--- config.mk ---
export PLATFORM = sky130hd
export DESIGN_NAME = page_bitmap_allocator
export DESIGN_NICKNAME = d
export VERILOG_FILES = /design/src/rtl/pba_pkg.sv /design/src/rtl/page_bitmap_allocator.sv
export VERILOG_INCLUDE_DIRS = /design/src /design/src/rtl
export SDC_FILE = /design/constraint.sdc
export NUM_CORES = 1
export LEC_CHECK = 0
export ABC_CLOCK_PERIOD_IN_PS = 8280
export BUFFER_PORTS_ARGS = -buffer_cell sky130_fd_sc_hd__buf_4
export CORE_UTILIZATION = 49
export CTS_BUF_LIST = sky130_fd_sc_hd__clkbuf_8
export DETAILED_ROUTE_END_ITERATION = 8
export PLACE_DENSITY = 0.66
export SYNTH_ARGS = -nofsm -noshare
export SYNTH_HDL_FRONTEND = slang
export SYNTH_SLANG_ARGS = --single-unit
--- constraint.sdc ---
create_clock -name clk -period 8.28 [get_ports clk]
set_clock_uncertainty 0.1 [all_clocks]
set_input_delay 0.828 -clock clk [delete_from_list [all_inputs] [get_ports clk]]
set_output_delay 0.828 -clock clk [all_outputs]
set_load 0.01 [all_outputs]
--- src/rtl/assert_macros.svh ---
// Assertion helpers for the RTL files that carry checks; page_bitmap_allocator.sv includes them.
// Each macro expects signals named clk and rst_n in the scope where it is used.
`ifndef ASSERT_MACROS_SVH
`define ASSERT_MACROS_SVH

// The consequent must hold in the same cycle as the antecedent.
`define ASSERT_SAME(label, ante, cons) \
    label: assert property (@(posedge clk) disable iff (!rst_n) (ante) |-> (cons)) \
        else $error("page allocator check failed");

// The consequent must hold in the cycle after the antecedent.
`define ASSERT_NEXT(label, ante, cons) \
    label: assert property (@(posedge clk) disable iff (!rst_n) (ante) |=> (cons)) \
        else $error("page allocator check failed");

`endif

--- src/rtl/pba_pkg.sv ---
package pba_pkg;

    // Width of a page number and of the exported free map.
    localparam int PAGE_W    = 5;
    localparam int OUT_MAP_W = 32;

    // Pool size after reset.
    localparam logic [PAGE_W-1:0] TOTAL_PAGES_RESET = 5'd31;

    // Request codes.
    typedef enum logic [1:0] {
        REQ_ALLOC  = 2'd0,
        REQ_FREE   = 2'd1,
        REQ_RESIZE = 2'd2,
        REQ_RESET  = 2'd3
    } req_t;

    // Sequencer states.
    typedef enum logic [2:0] {
        ST_IDLE,
        ST_SHIFT,
        ST_DECIDE,
        ST_SCAN,
        ST_FINISH
    } state_t;

endpackage

--- src/rtl/page_bitmap_allocator.sv ---
// Page allocator over a MAP_BITS-wide free map (set bit = free page). One request is taken
// at a time and the block holds in_ready low until it has finished; the result sits in an
// output register, so a new request can be taken while the previous result waits. Free,
// reset, shrink and in-place growth pass through SHIFT, DECIDE and FINISH; FINISH holds
// until the output register is free, loads it and returns to IDLE for the next request.
// Allocate, and a resize that must move, run a first-fit scan that tests one start position
// per cycle with a single mask compare against a shifting candidate mask, from page 0 up
// to the last start at which the run still fits in the map; the scan ends at the first
// fit or, when none fits, with a failure, and then passes through FINISH as above.
// The register total_pages sets how many pages a reset request marks free; it is written
// with cfg_wr_en.
`include "assert_macros.svh"

module page_bitmap_allocator #(
    parameter int MAP_BITS = 32
) (
    input  logic                                clk,
    input  logic                                rst_n,

    input  logic                                cfg_wr_en,
    input  logic [pba_pkg::PAGE_W-1:0]          cfg_wr_data,

    input  logic                                in_valid,
    output logic                                in_ready,
    input  logic [1:0]                          req_type,
    input  logic [pba_pkg::PAGE_W-1:0]          start_page,
    input  logic [pba_pkg::PAGE_W-1:0]          old_count,
    input  logic [pba_pkg::PAGE_W-1:0]          page_count,

    output logic                                out_valid,
    input  logic                                out_ready,
    output logic                                ok,
    output logic [pba_pkg::PAGE_W-1:0]          result_page,
    output logic                                moved,
    output logic [pba_pkg::OUT_MAP_W-1:0]       free_map_out
);

    localparam int SW    = $clog2(MAP_BITS + 1);
    localparam int SUM_W = $clog2(MAP_BITS + 32);
    localparam int PW    = pba_pkg::PAGE_W;

    // Mask with the low n bits set, limited to the map width.
    function automatic logic [MAP_BITS-1:0] run_mask(input logic [PW-1:0] n);
        logic [MAP_BITS-1:0] m;
        for (int i = 0; i < MAP_BITS; i++) begin
            m[i] = (i < int'(n));
        end
        return m;
    endfunction

    pba_pkg::state_t      state_reg, state_next;
    logic [PW-1:0]        total_pages_reg;

    pba_pkg::req_t        req_reg, req_next;
    logic [PW-1:0]        start_reg, start_next;
    logic [PW-1:0]        oldc_reg, oldc_next;
    logic [PW-1:0]        cnt_reg, cnt_next;

    logic [MAP_BITS-1:0]  free_map_reg, free_map_next;
    logic [MAP_BITS-1:0]  cnt_sh_reg, cnt_sh_next;
    logic [MAP_BITS-1:0]  old_sh_reg, old_sh_next;
    logic [MAP_BITS-1:0]  cand_reg, cand_next;
    logic [SW-1:0]        s_reg, s_next;

    logic                 res_ok_reg, res_ok_next;
    logic [PW-1:0]        res_page_reg, res_page_next;
    logic                 res_moved_reg, res_moved_next;

    logic                 out_valid_reg, out_valid_next;
    logic                 out_ok_reg, out_ok_next;
    logic [PW-1:0]        out_page_reg, out_page_next;
    logic                 out_moved_reg, out_moved_next;
    logic [pba_pkg::OUT_MAP_W-1:0] out_map_reg, out_map_next;

    logic                 accept;
    logic                 slot_free;
    logic [MAP_BITS-1:0]  delta;
    logic                 old_busy;
    logic                 grow;
    logic                 ext_fits;
    logic                 ext_free;
    logic                 need_scan;
    logic                 limit_ok;
    logic                 hit;
    logic                 map_quiet;
    logic                 in_scan;

    assign accept    = in_valid && in_ready;
    assign slot_free = !out_valid_reg || out_ready;

    // Decisions taken once the run masks have been shifted into place.
    assign delta     = cnt_sh_reg ^ old_sh_reg;
    assign old_busy  = |(free_map_reg & old_sh_reg);
    assign grow      = cnt_reg > oldc_reg;
    assign ext_fits  = (SUM_W'(start_reg) + SUM_W'(cnt_reg)) <= SUM_W'(MAP_BITS);
    assign ext_free  = (free_map_reg & delta) == delta;
    assign need_scan = (req_reg == pba_pkg::REQ_ALLOC)
                    || ((req_reg == pba_pkg::REQ_RESIZE) && !old_busy && grow
                        && !(ext_fits && ext_free));

    // Shared compare unit of the first-fit scan: one start position per cycle.
    assign limit_ok  = (SUM_W'(s_reg) + SUM_W'(cnt_reg)) <= SUM_W'(MAP_BITS);
    assign hit       = limit_ok && ((free_map_reg & cand_reg) == cand_reg);

    // Next state of the sequencer.
    always_comb
    begin
        state_next = state_reg;
        unique case (state_reg)
            pba_pkg::ST_IDLE:
            begin
                if (accept)
                begin
                    state_next = pba_pkg::ST_SHIFT;
                end
            end
            pba_pkg::ST_SHIFT:
            begin
                state_next = pba_pkg::ST_DECIDE;
            end
            pba_pkg::ST_DECIDE:
            begin
                state_next = need_scan ? pba_pkg::ST_SCAN : pba_pkg::ST_FINISH;
            end
            pba_pkg::ST_SCAN:
            begin
                if (!limit_ok || hit)
                begin
                    state_next = pba_pkg::ST_FINISH;
                end
            end
            pba_pkg::ST_FINISH:
            begin
                if (slot_free)
                begin
                    state_next = pba_pkg::ST_IDLE;
                end
            end
            default:
            begin
                state_next = pba_pkg::ST_IDLE;
            end
        endcase
    end

    // Datapath and result values for each state.
    always_comb
    begin
        req_next       = req_reg;
        start_next     = start_reg;
        oldc_next      = oldc_reg;
        cnt_next       = cnt_reg;
        free_map_next  = free_map_reg;
        cnt_sh_next    = cnt_sh_reg;
        old_sh_next    = old_sh_reg;
        cand_next      = cand_reg;
        s_next         = s_reg;
        res_ok_next    = res_ok_reg;
        res_page_next  = res_page_reg;
        res_moved_next = res_moved_reg;
        out_valid_next = out_valid_reg && !out_ready;
        out_ok_next    = out_ok_reg;
        out_page_next  = out_page_reg;
        out_moved_next = out_moved_reg;
        out_map_next   = out_map_reg;

        unique case (state_reg)
            pba_pkg::ST_IDLE:
            begin
                if (accept)
                begin
                    req_next   = pba_pkg::req_t'(req_type);
                    start_next = start_page;
                    oldc_next  = old_count;
                    cnt_next   = page_count;
                end
            end
            pba_pkg::ST_SHIFT:
            begin
                // Place both runs at the start page and prime the scan.
                cnt_sh_next    = run_mask(cnt_reg) << start_reg;
                old_sh_next    = run_mask(oldc_reg) << start_reg;
                cand_next      = run_mask(cnt_reg);
                s_next         = '0;
                res_ok_next    = 1'b0;
                res_page_next  = '0;
                res_moved_next = 1'b0;
            end
            pba_pkg::ST_DECIDE:
            begin
                unique case (req_reg)
                    pba_pkg::REQ_ALLOC:
                    begin
                        res_ok_next = 1'b0;
                    end
                    pba_pkg::REQ_FREE:
                    begin
                        free_map_next = free_map_reg | cnt_sh_reg;
                        res_ok_next   = 1'b1;
                        res_page_next = start_reg;
                    end
                    pba_pkg::REQ_RESIZE:
                    begin
                        // Shrink frees the tail; growth takes the extension when free.
                        if (!old_busy && !grow)
                        begin
                            free_map_next = free_map_reg | delta;
                            res_ok_next   = 1'b1;
                            res_page_next = start_reg;
                        end
                        else if (!old_busy && ext_fits && ext_free)
                        begin
                            free_map_next = free_map_reg & ~delta;
                            res_ok_next   = 1'b1;
                            res_page_next = start_reg;
                        end
                    end
                    pba_pkg::REQ_RESET:
                    begin
                        free_map_next = run_mask(total_pages_reg);
                        res_ok_next   = 1'b1;
                    end
                    default:
                    begin
                        res_ok_next = 1'b0;
                    end
                endcase
            end
            pba_pkg::ST_SCAN:
            begin
                if (hit)
                begin
                    // A relocated run takes its new pages and releases its old pages in the same map update.
                    if (req_reg == pba_pkg::REQ_RESIZE)
                    begin
                        free_map_next  = (free_map_reg & ~cand_reg) | old_sh_reg;
                        res_moved_next = 1'b1;
                    end
                    else
                    begin
                        free_map_next = free_map_reg & ~cand_reg;
                    end
                    res_ok_next   = 1'b1;
                    res_page_next = PW'(s_reg);
                end
                else if (limit_ok)
                begin
                    cand_next = cand_reg << 1;
                    s_next    = s_reg + SW'(1);
                end
            end
            pba_pkg::ST_FINISH:
            begin
                if (slot_free)
                begin
                    out_valid_next = 1'b1;
                    out_ok_next    = res_ok_reg;
                    out_page_next  = res_page_reg;
                    out_moved_next = res_moved_reg;
                    out_map_next   = pba_pkg::OUT_MAP_W'(free_map_reg);
                end
            end
            default:
            begin
                s_next = '0;
            end
        endcase
    end

    // Control state and the free map.
    always_ff @(posedge clk or negedge rst_n)
    begin
        if (!rst_n)
        begin
            state_reg       <= pba_pkg::ST_IDLE;
            total_pages_reg <= pba_pkg::TOTAL_PAGES_RESET;
            free_map_reg    <= run_mask(pba_pkg::TOTAL_PAGES_RESET);
            out_valid_reg   <= 1'b0;
        end
        else
        begin
            state_reg     <= state_next;
            free_map_reg  <= free_map_next;
            out_valid_reg <= out_valid_next;
            if (cfg_wr_en)
            begin
                total_pages_reg <= cfg_wr_data;
            end
        end
    end

    // Request fields, scan registers and result payload.
    always_ff @(posedge clk)
    begin
        req_reg       <= req_next;
        start_reg     <= start_next;
        oldc_reg      <= oldc_next;
        cnt_reg       <= cnt_next;
        cnt_sh_reg    <= cnt_sh_next;
        old_sh_reg    <= old_sh_next;
        cand_reg      <= cand_next;
        s_reg         <= s_next;
        res_ok_reg    <= res_ok_next;
        res_page_reg  <= res_page_next;
        res_moved_reg <= res_moved_next;
        out_ok_reg    <= out_ok_next;
        out_page_reg  <= out_page_next;
        out_moved_reg <= out_moved_next;
        out_map_reg   <= out_map_next;
    end

    assign in_ready     = (state_reg == pba_pkg::ST_IDLE);
    assign out_valid    = out_valid_reg;
    assign ok           = out_ok_reg;
    assign result_page  = out_page_reg;
    assign moved        = out_moved_reg;
    assign free_map_out = out_map_reg;

    // States in which the map is left alone, and the scan state.
    assign map_quiet = (state_reg == pba_pkg::ST_IDLE) || (state_reg == pba_pkg::ST_SHIFT)
                    || (state_reg == pba_pkg::ST_FINISH);
    assign in_scan   = (state_reg == pba_pkg::ST_SCAN);

    // The map only changes while a request is being decided or scanned.
    `ASSERT_NEXT(map_held_a, map_quiet, $stable(free_map_reg))
    // A successful scan step ends the search with a success.
    `ASSERT_NEXT(scan_hit_a, (in_scan && hit), (state_reg == pba_pkg::ST_FINISH && res_ok_reg))
    // The scan position never runs past the end of the map.
    `ASSERT_SAME(scan_range_a, in_scan, (s_reg <= SW'(MAP_BITS)))
    // A relocation is only ever reported together with success.
    `ASSERT_SAME(moved_ok_a, (out_valid_reg && out_moved_reg), out_ok_reg)

endmodule
==> results.txt, run 1 <==
* Area growth syn-to-layout: 10.51%
* Half-perimeter wire length after placement: between 30000 and 40000 µm
- Number of remaining DRC errors: 0
- CTS tree: done
* Met3 demand-to-capacity share in global routing: 0.06831
* Max Slew Vio Count: 0
* Count of input and output buffers: 67
* Run status: finished clean
- TritonRoute pass-1 iters: 7
- Count of non-filler cells in the finished layout: about 1800
- In the finished design, the share of the clock period the worst path needs comes to 0.5772.
* Row Count: 59
- The final number of hold-violating endpoints was 0.
- The die is between 150 and 200 µm tall.
- Critical-path cell list: clkinv_1 > ha_1 > o21ai_0 > a21oi_1 > o31ai_1 > nand3_1 > buf_4 > o2111a_1 > buf_4 > a2111oi_1
- Among the stages of the critical path, the cell type that occurs most often is sky130_fd_sc_hd__buf_4.
* Worst ir drop on vdd: 0.0003183 V
* Logic gate share of total power: 0.409
- In this run the worst path has a maximum fanout of 32.
- Cell with the most instances after synthesis: sky130_fd_sc_hd__edfxtp_1
* Ys Warns: 0
* GPL Wtd Cong: 1.003
* Critical Path Source: oldc_reg[3]$_DFFE_PP_
* Initial core utilization: 0.4987
- Total of endpoints with negative setup slack in the final report: 0
- Simple-gate area share of the yosys netlist: 0.1498
- Die X-Extent: 164.6 µm
- For this run, the leading register cell type out of synthesis is sky130_fd_sc_hd__edfxtp_1.
- By count the netlist is led by sky130_fd_sc_hd__edfxtp_1, sky130_fd_sc_hd__nor2_1, sky130_fd_sc_hd__o21ai_0.
* NumNets Final: approximately 1500
* Total vias in the final route: ~12000
- Synthesized-area fraction occupied by adder cells: 0.02935
- On the critical path the largest part of the delay comes from compound AO/OA/AOI/OAI gates.
- The finished cells cover 14320 µm².
- Registers take about 6000 µm².
- Once detail routing completed, the nets flagged for antenna violations numbered 0.
- For the worst-skew pair, the clock arrives at the later sink with an insertion delay of around 0.54 ns.
- Complex-gate fraction of the synthesized area: 0.2619
- Clock net sink count: a little over 200
- Fraction of layout instances using a drive strength above 1: 0.1418
* Clock period minus worst slack: 4.779 ns
* Average instance area after synthesis: 9.185 µm²
* GR Util All Layers: 0.3401
* Antenna violations before repair: 0
- Number of cells after detailed placement: between 1500 and 2000
* Hold/Removal Path Class: in2async
- For the pin with the worst max-slew slack, the measured transition is 1.130 ns.
* Cell taking the most area after synthesis: sky130_fd_sc_hd__edfxtp_1
- Setup repair after global routing left no endpoint under its margin.
- In this run the tightest slew margin relative to its limit is 0.2444.
- Maximum count of clock buffers along a single path: 3
- Part of the Yosys area used for sequential elements: 0.4650
* Met1 track utilization from global routing: 0.4733
- Of the total power, the clock network draws 0.173.
- After synthesis, the largest family of logic cells by area is compound AO/OA/AOI/OAI gates.
* Multi-input gate area in the final layout: roughly 6300 µm²
- For this block, the routed nets add up to around 46000 µm of wire.
- CTS H-tree depth: 2
- Nature of the critical path endpoint: register
- Distinct cell type count after synthesis: 77
- GRT busiest layer: met2
- In this run, CTS created clock tree buffers numbering 37.
- In the final timing run, aggregate negative setup slack is 0 ns.
* Critical path class: reg2reg
- In this run, post-CTS repair resized a total of 0 instances.
* FF+latch count, synth: 206
- Total global routing overflow: 0
* Area inside the core boundary: between 20000 and 30000 µm²
- Timing analysis after detailed placement gives a worst setup slack of ~3.5 ns.
* Post-CTS setup-driven buffer insertion count: 0
- The first global-routing pass estimated approximately 67000 µm of wire.
- Placement Cell Area: about 14000 µm²
- Clock-pin slew of the registers on the worst-case setup and hold paths: roughly 0.06 ns
* Internal power component: 3.058 mW
* Initial drt markers: between 1500 and 2000
* Number of enable flip-flop cells after synthesis: approximately 170
- Of the total synthesized cell area, the portion taken by XOR and XNOR cells is 0.02636.
- Power Total: 5.501 mW
- Netlist area before placement: roughly 13000 µm²
- Of the post-synthesis cell area, the dominant cell type holds 0.3823.
- Die area: approximately 27000 µm²
* Highest cell delay on the worst timing path: ~0.93 ns
* Required time at the worst-slack endpoint: 8.33 ns
- In the global route stage, met2 resource usage came out at 0.5048.
* Kind of start point of the critical path: register
* Proportion of register bits with asynchronous set or reset after synthesis: 0.1990
- Synthesis produced roughly 1400 cells.
- FILL cells: 2432
* Number of antenna repair diodes: 0
- The root buffer cell chosen for the clock tree is sky130_fd_sc_hd__clkbuf_8.
- Switching power total: between 2 and 2.5 mW
- Maximum number of pins on one net before global-route repair: between 70 and 80
- Data arrives at the worst endpoint at around 4.8 ns.
* Top Ports: a little under 70
- Largest cells by area after synthesis: sky130_fd_sc_hd__edfxtp_1, sky130_fd_sc_hd__dfstp_2, sky130_fd_sc_hd__o21ai_0
- Final worst-path setup slack: ~3.5 ns
- Upper clock frequency limit: roughly 0.21 GHz
- Sequential group share of total power: 0.417
* Switching portion of total power: 0.4441
- When the netlist entered floorplanning its net count stood at 1460.
* Cts-stage hold buffer count: 0
- Number of vias per cell after detailed routing: about 6.7
* Pwr Density: slightly below 400 nW/µm²
- Worst hold slack after final layout: 0.1618 ns
- Across the run, the number of max-cap violations was 0.
* Via count of the first global-routing pass: 10740
* Post-Route Utilization: 0.5512
- Average routed wire per standard cell: 25.66 µm
- Leakage power of the design: between 5 and 6 nW
- Bufs and invs on worst path: 3
* FF-to-FF Start: oldc_reg[3]$_DFFE_PP_
- The slowest stage of the critical path belongs to the cell sky130_fd_sc_hd__a2111oi_1.
- Multiplexer fraction of the synthesized cell area: 0.01651
power by group through the flow:
stage	clock network, mW	logic [mW]	registers [mW]
finish	0.953	2.25	2.30
global route	1.01	2.44	2.31
floorplan	0	1.61	1.98
CTS	0.968	2.20	2.25
detailed placement	0	2.19	2.27
global placement	0	2.16	2.27
layout make-up:
type | instances | area share
Timing Repair Buffer | 84 | 0.04403
Tap cell | 335 | 0.02927
Multi-Input combinational cell | 1033 | 0.4392
Inverter | 61 | 0.01599
Sequential cell | 206 | 0.4207
Clock inverter | 19 | 0.009522
Clock buffer | 43 | 0.04132
layout by cell type, fill, tap and decap left out, types with 13 or more instances in the layout:
master and n:
sky130_fd_sc_hd__edfxtp_1 165, sky130_fd_sc_hd__nor2_1 155, sky130_fd_sc_hd__o21ai_0 138, sky130_fd_sc_hd__nand2_1 110
sky130_fd_sc_hd__a21oi_1 109, sky130_fd_sc_hd__buf_4 84, sky130_fd_sc_hd__inv_1 65, sky130_fd_sc_hd__o22ai_1 54
sky130_fd_sc_hd__clkbuf_8 43, sky130_fd_sc_hd__o31ai_1 38, sky130_fd_sc_hd__dfstp_2 36, sky130_fd_sc_hd__nor3_1 34
sky130_fd_sc_hd__xnor2_1 34, sky130_fd_sc_hd__nand3_1 24, sky130_fd_sc_hd__a31oi_1 21, sky130_fd_sc_hd__ha_1 19
sky130_fd_sc_hd__a22o_1 18, sky130_fd_sc_hd__a221oi_1 18, sky130_fd_sc_hd__nand2b_1 17, sky130_fd_sc_hd__a211oi_1 17
sky130_fd_sc_hd__nor2b_1 13
cell families after synthesis:
| family | after synthesis |
|---|---|
| AO/OA/AOI/OAI | 521 |
| AND/OR/NAND/NOR | 422 |
| flip-flops | 206 |
| buffers and inverters | 172 |
| XOR/XNOR | 39 |
| adder cells (fa/ha/maj) | 31 |
| multiplexers | 20 |
metal layers:
layer	vias up	part of all wire
li1	5331	-
met1	5728	0.41
met2	742	0.43
met3	121	0.11
met4	0	0.051
met5	-	0
final timing paths:
path                       slack [ns]                       endpoint  cells after the start
setup / recovery                 3.50  res_page_reg[0]$_SDFFCE_PP0P_                     10
max in group asynchronous        7.52    free_map_reg[6]$_DFFE_PN1P_                      1
hold reg to reg                  0.32       result_page[4]$_DFFE_PP_                      0
setup reg to reg                 3.50  res_page_reg[0]$_SDFFCE_PP0P_                     10
min in group clk                 0.32       result_page[4]$_DFFE_PP_                      0
hold / removal                   0.16       state_reg[2]$_DFFE_PN0P_                      1
Note: power is estimated with default switching activity, not from simulation.
==> run 2, diff against run 1 <==
Settings changed: ABC_CLOCK_PERIOD_IN_PS 8280 to 4300, PLACE_DENSITY 0.66 to 0.69.
Clock period 8.28 ns to 4.3 ns, I/O delays scaled along.
==> run 2 against run 1 <==
Compared with the run above:
- fmax rose by 25%
- cell count increased by 2.2%
- first-iteration DRC count down 1.7%
- clock power is 88% higher
- critical endpoint is now free_map_reg[16]$_DFFE_PN1P_
- largest cell class unchanged
- highest routed layer is now met5
==> results.txt, run 2 (synthesis results as in run 1) <==
- Total global routing overflow: 0 (unchanged)
* Die X-Extent: 164.6 µm (unchanged)
- CTS placed an instance of sky130_fd_sc_hd__clkbuf_8 at the clock tree root.
* Number of hold violations in the final report: 0 (unchanged)
* Number of stages on the worst hold path: 2
- Tightest slew margin relative to the limit: 0.3006 (+0.05618)
- The net switching fraction of the power is 0.4431 (-0.001013).
- Post-Layout Inst Area: 14610 µm² (+2.0%)
- The top cell types in the final layout, fill and taps aside, are sky130_fd_sc_hd__edfxtp_1, sky130_fd_sc_hd__nor2_1, sky130_fd_sc_hd__o21ai_0.
- Hold/Removal Path Class: in2reg
* Antenna violations before repair: 1 (+1)
* Worst Hold Endpoint: total_pages_reg[1]$_DFFE_PN1P_
- GR Util All Layers: 0.3374 (-0.002678)
- The antenna diode instance count was 0 (unchanged).
- NumNets Final: 1506 (+2.3%)
* Worst EP arrival: 4.20 ns (-0.63 ns)
- The count of antenna-violating nets left after detailed routing came to 0 (unchanged).
- Half-perimeter wire length after placement: 32250 µm (-1.4%)
- The number of global-route vias before repair came to 10960 (+2.1%).
- Worst ir drop on vdd: 0.0003835 V (+20%)
* First-pass GRT wire length: 67450 µm (+0.61%)
- Average routed wire per standard cell: 24.79 µm (-3.4%)
- The minimum setup slack among reg-to-reg paths came to 0.48 ns (-3.02 ns).
- The time the worst path needs with I/O delays and setup is 3.821 ns (-0.9588 ns).
- The worst setup path is captured at a register.
* Row Count: 59 (unchanged)
* Post-CTS setup-driven buffer insertion count: 0 (unchanged)
- The weighted congestion reported at the end of routability-driven placement was 0.9718 (-3.1%).
* Maximum count of clock buffers along a single path: 3 (unchanged)
* RSZ-0062 raised after global routing: no
- The static power due to leakage is 5.416 nW (+3.0%).
- The worst-skew pair later-pin latency was 0.55 ns (about the same).
* Required time at the worst-slack endpoint: 4.68 ns (-3.65 ns)
- Worst Reg2Reg Path Length in Cells: 11 (+1)
- Clock-pin slew of the registers on the worst-case setup and hold paths: 0.07 ns (about the same)
- The maximum number of pins on one net before global-route repair came to 71 (-1.4%).
- Most common cell after layout, fill and taps aside: sky130_fd_sc_hd__edfxtp_1
- The run finished with clean final reports.
* Critical-path maximum fanout: 29 (-9.4%)
* MaxCap Viol Count: 0 (unchanged)
- The power per unit of standard cell area came to 721.6 nW/µm² (+88%).
- Die Ht: 164.6 µm (unchanged)
- Initial drt markers: 1753 (-1.7%)
- FF-to-FF Start: cnt_reg[0]$_DFFE_PP_
- CTS H-tree depth: 2 (unchanged)
- Number of remaining DRC errors: 0 (unchanged)
- The area inside the core boundary was 25980 µm² (unchanged).
* TritonRoute pass-1 iters: 6 (-1)
* Switching power total: 4.670 mW (+91%)
* Number of buffers added by the clock tree synthesis step: 36 (-2.7%)
* Total wire length: 45120 µm (-1.3%)
* Beginning of the worst hold path: cfg_wr_data[1]
* Initial core utilization: 0.4987 (unchanged)
* Terminus of the critical flop-to-flop path: free_map_reg[16]$_DFFE_PN1P_
* Setup tns final: 0 ns (unchanged)
- The hold buffer count at cts is 20 (+20).
* Logic gate share of total power: 0.418 (+0.009)
* Post_cts resized: 0 (unchanged)
- Fraction of layout instances using a drive strength above 1: 0.1461 (+0.004358)
- The relative contribution of sequential cells to total power is 0.412 (-0.005).
- The die footprint was 27100 µm² (unchanged).
* Number of vias per cell after detailed routing: 6.576 (-1.8%)
- Placement Cell Area: 13710 µm² (+0.82%)
* Top Ports: 68 (unchanged)
* Total vias in the final route: 11970 (+0.39%)
* Upper clock frequency limit: 0.2617 GHz (+25%)
* Critical path class: reg2reg
* Kind of start point of the critical path: register
* Total of endpoints with negative setup slack in the final report: 0 (unchanged)
* Area growth syn-to-layout: 12.70%
- Crit share post-route: 0.8885 (+0.3113)
* Internal power component: 5.869 mW (+92%)
- Clock net sink count: 206 (unchanged)
* CTS tree: done
* Count of input and output buffers: 67 (unchanged)
- The proportion of power drawn by the clock network came to 0.170 (-0.003).
* Least-Margin Pin Slew: 1.041 ns (-0.08944 ns)
- The max-slew violation total from the final report came to 0 (unchanged).
run 2: final cells by class:
class | count | area [µm²]
clock buffer | 38 | 523.0
timing repair buffer | 119 | 943.4
tap | 335 | 419.2
inverter | 61 | 229.0
fill | 2361 | 11380
multi-input combinational | 1033 | 6289
sequential | 206 | 6026
clock inverter | 28 | 176.4
run 2: power by group through the flow:
stage	Clock, mW	Combinational [mW]	Sequential (mW)
3_5_place_dp	0	4.29	4.30
6_report	1.79	4.41	4.34
2_1_floorplan	0	3.10	3.80
3_3_place_gp	0	4.24	4.28
4_1_cts	1.81	4.32	4.27
5_1_grt	1.90	4.82	4.37
run 2: routing by layer:
metal,GRT usage,vias to the layer above,part of all wire
li1,-,5395,-
met3,0.06278,141,0.10
met2,0.5138,722,0.45
met1,0.4606,5709,0.40
met5,0,-,0.00029
met4,0.1668,2,0.052
run 2: critical path, cell delays in order, from the launching register on:
cell	delay (ns)
sky130_fd_sc_hd__edfxtp_1	0.53
sky130_fd_sc_hd__ha_1	0.28
sky130_fd_sc_hd__fa_1	0.41
sky130_fd_sc_hd__a21o_1	0.17
sky130_fd_sc_hd__a21oi_1	0.17
sky130_fd_sc_hd__xor2_1	0.15
sky130_fd_sc_hd__a211oi_1	0.11
sky130_fd_sc_hd__or3_1	0.40
sky130_fd_sc_hd__o2111a_1	0.30
sky130_fd_sc_hd__buf_4	0.25
sky130_fd_sc_hd__nor2_1	0.46
sky130_fd_sc_hd__mux2_2	0.40
run 2: worst max path at each step:
stage	from	to	slack (ns)	depth (start not counted)
floorplan	state_reg[2]$_DFFE_PN0P_	cnt_sh_reg[0]$_SDFFCE_PP0P_	0.35	3
global placement	cnt_reg[0]$_DFFE_PP_	free_map_reg[27]$_DFFE_PN1P_	0.58	11
detailed placement	cnt_reg[0]$_DFFE_PP_	free_map_reg[16]$_DFFE_PN1P_	0.51	11
CTS	cnt_reg[0]$_DFFE_PP_	free_map_reg[16]$_DFFE_PN1P_	0.51	11
global route	cnt_reg[0]$_DFFE_PP_	free_map_reg[16]$_DFFE_PN1P_	0.26	11
finish	cnt_reg[0]$_DFFE_PP_	free_map_reg[16]$_DFFE_PN1P_	0.48	11
run 2: metrics by stage:
step,util,hold WS [ns],instances,setup slack [ns],total power [mW]
after global placement,0.5274,0.3021,1734,0.5799,8.522
after global routing,0.5621,0.01895,1820,0.2575,11.09
final,0.5621,0.01472,1820,0.4794,10.54
after detailed placement,0.5274,0.3062,1734,0.5054,8.594
after CTS,0.5621,0.006466,1820,0.5113,10.41
after floorplan,-,0.03441,1411,0.3493,6.900
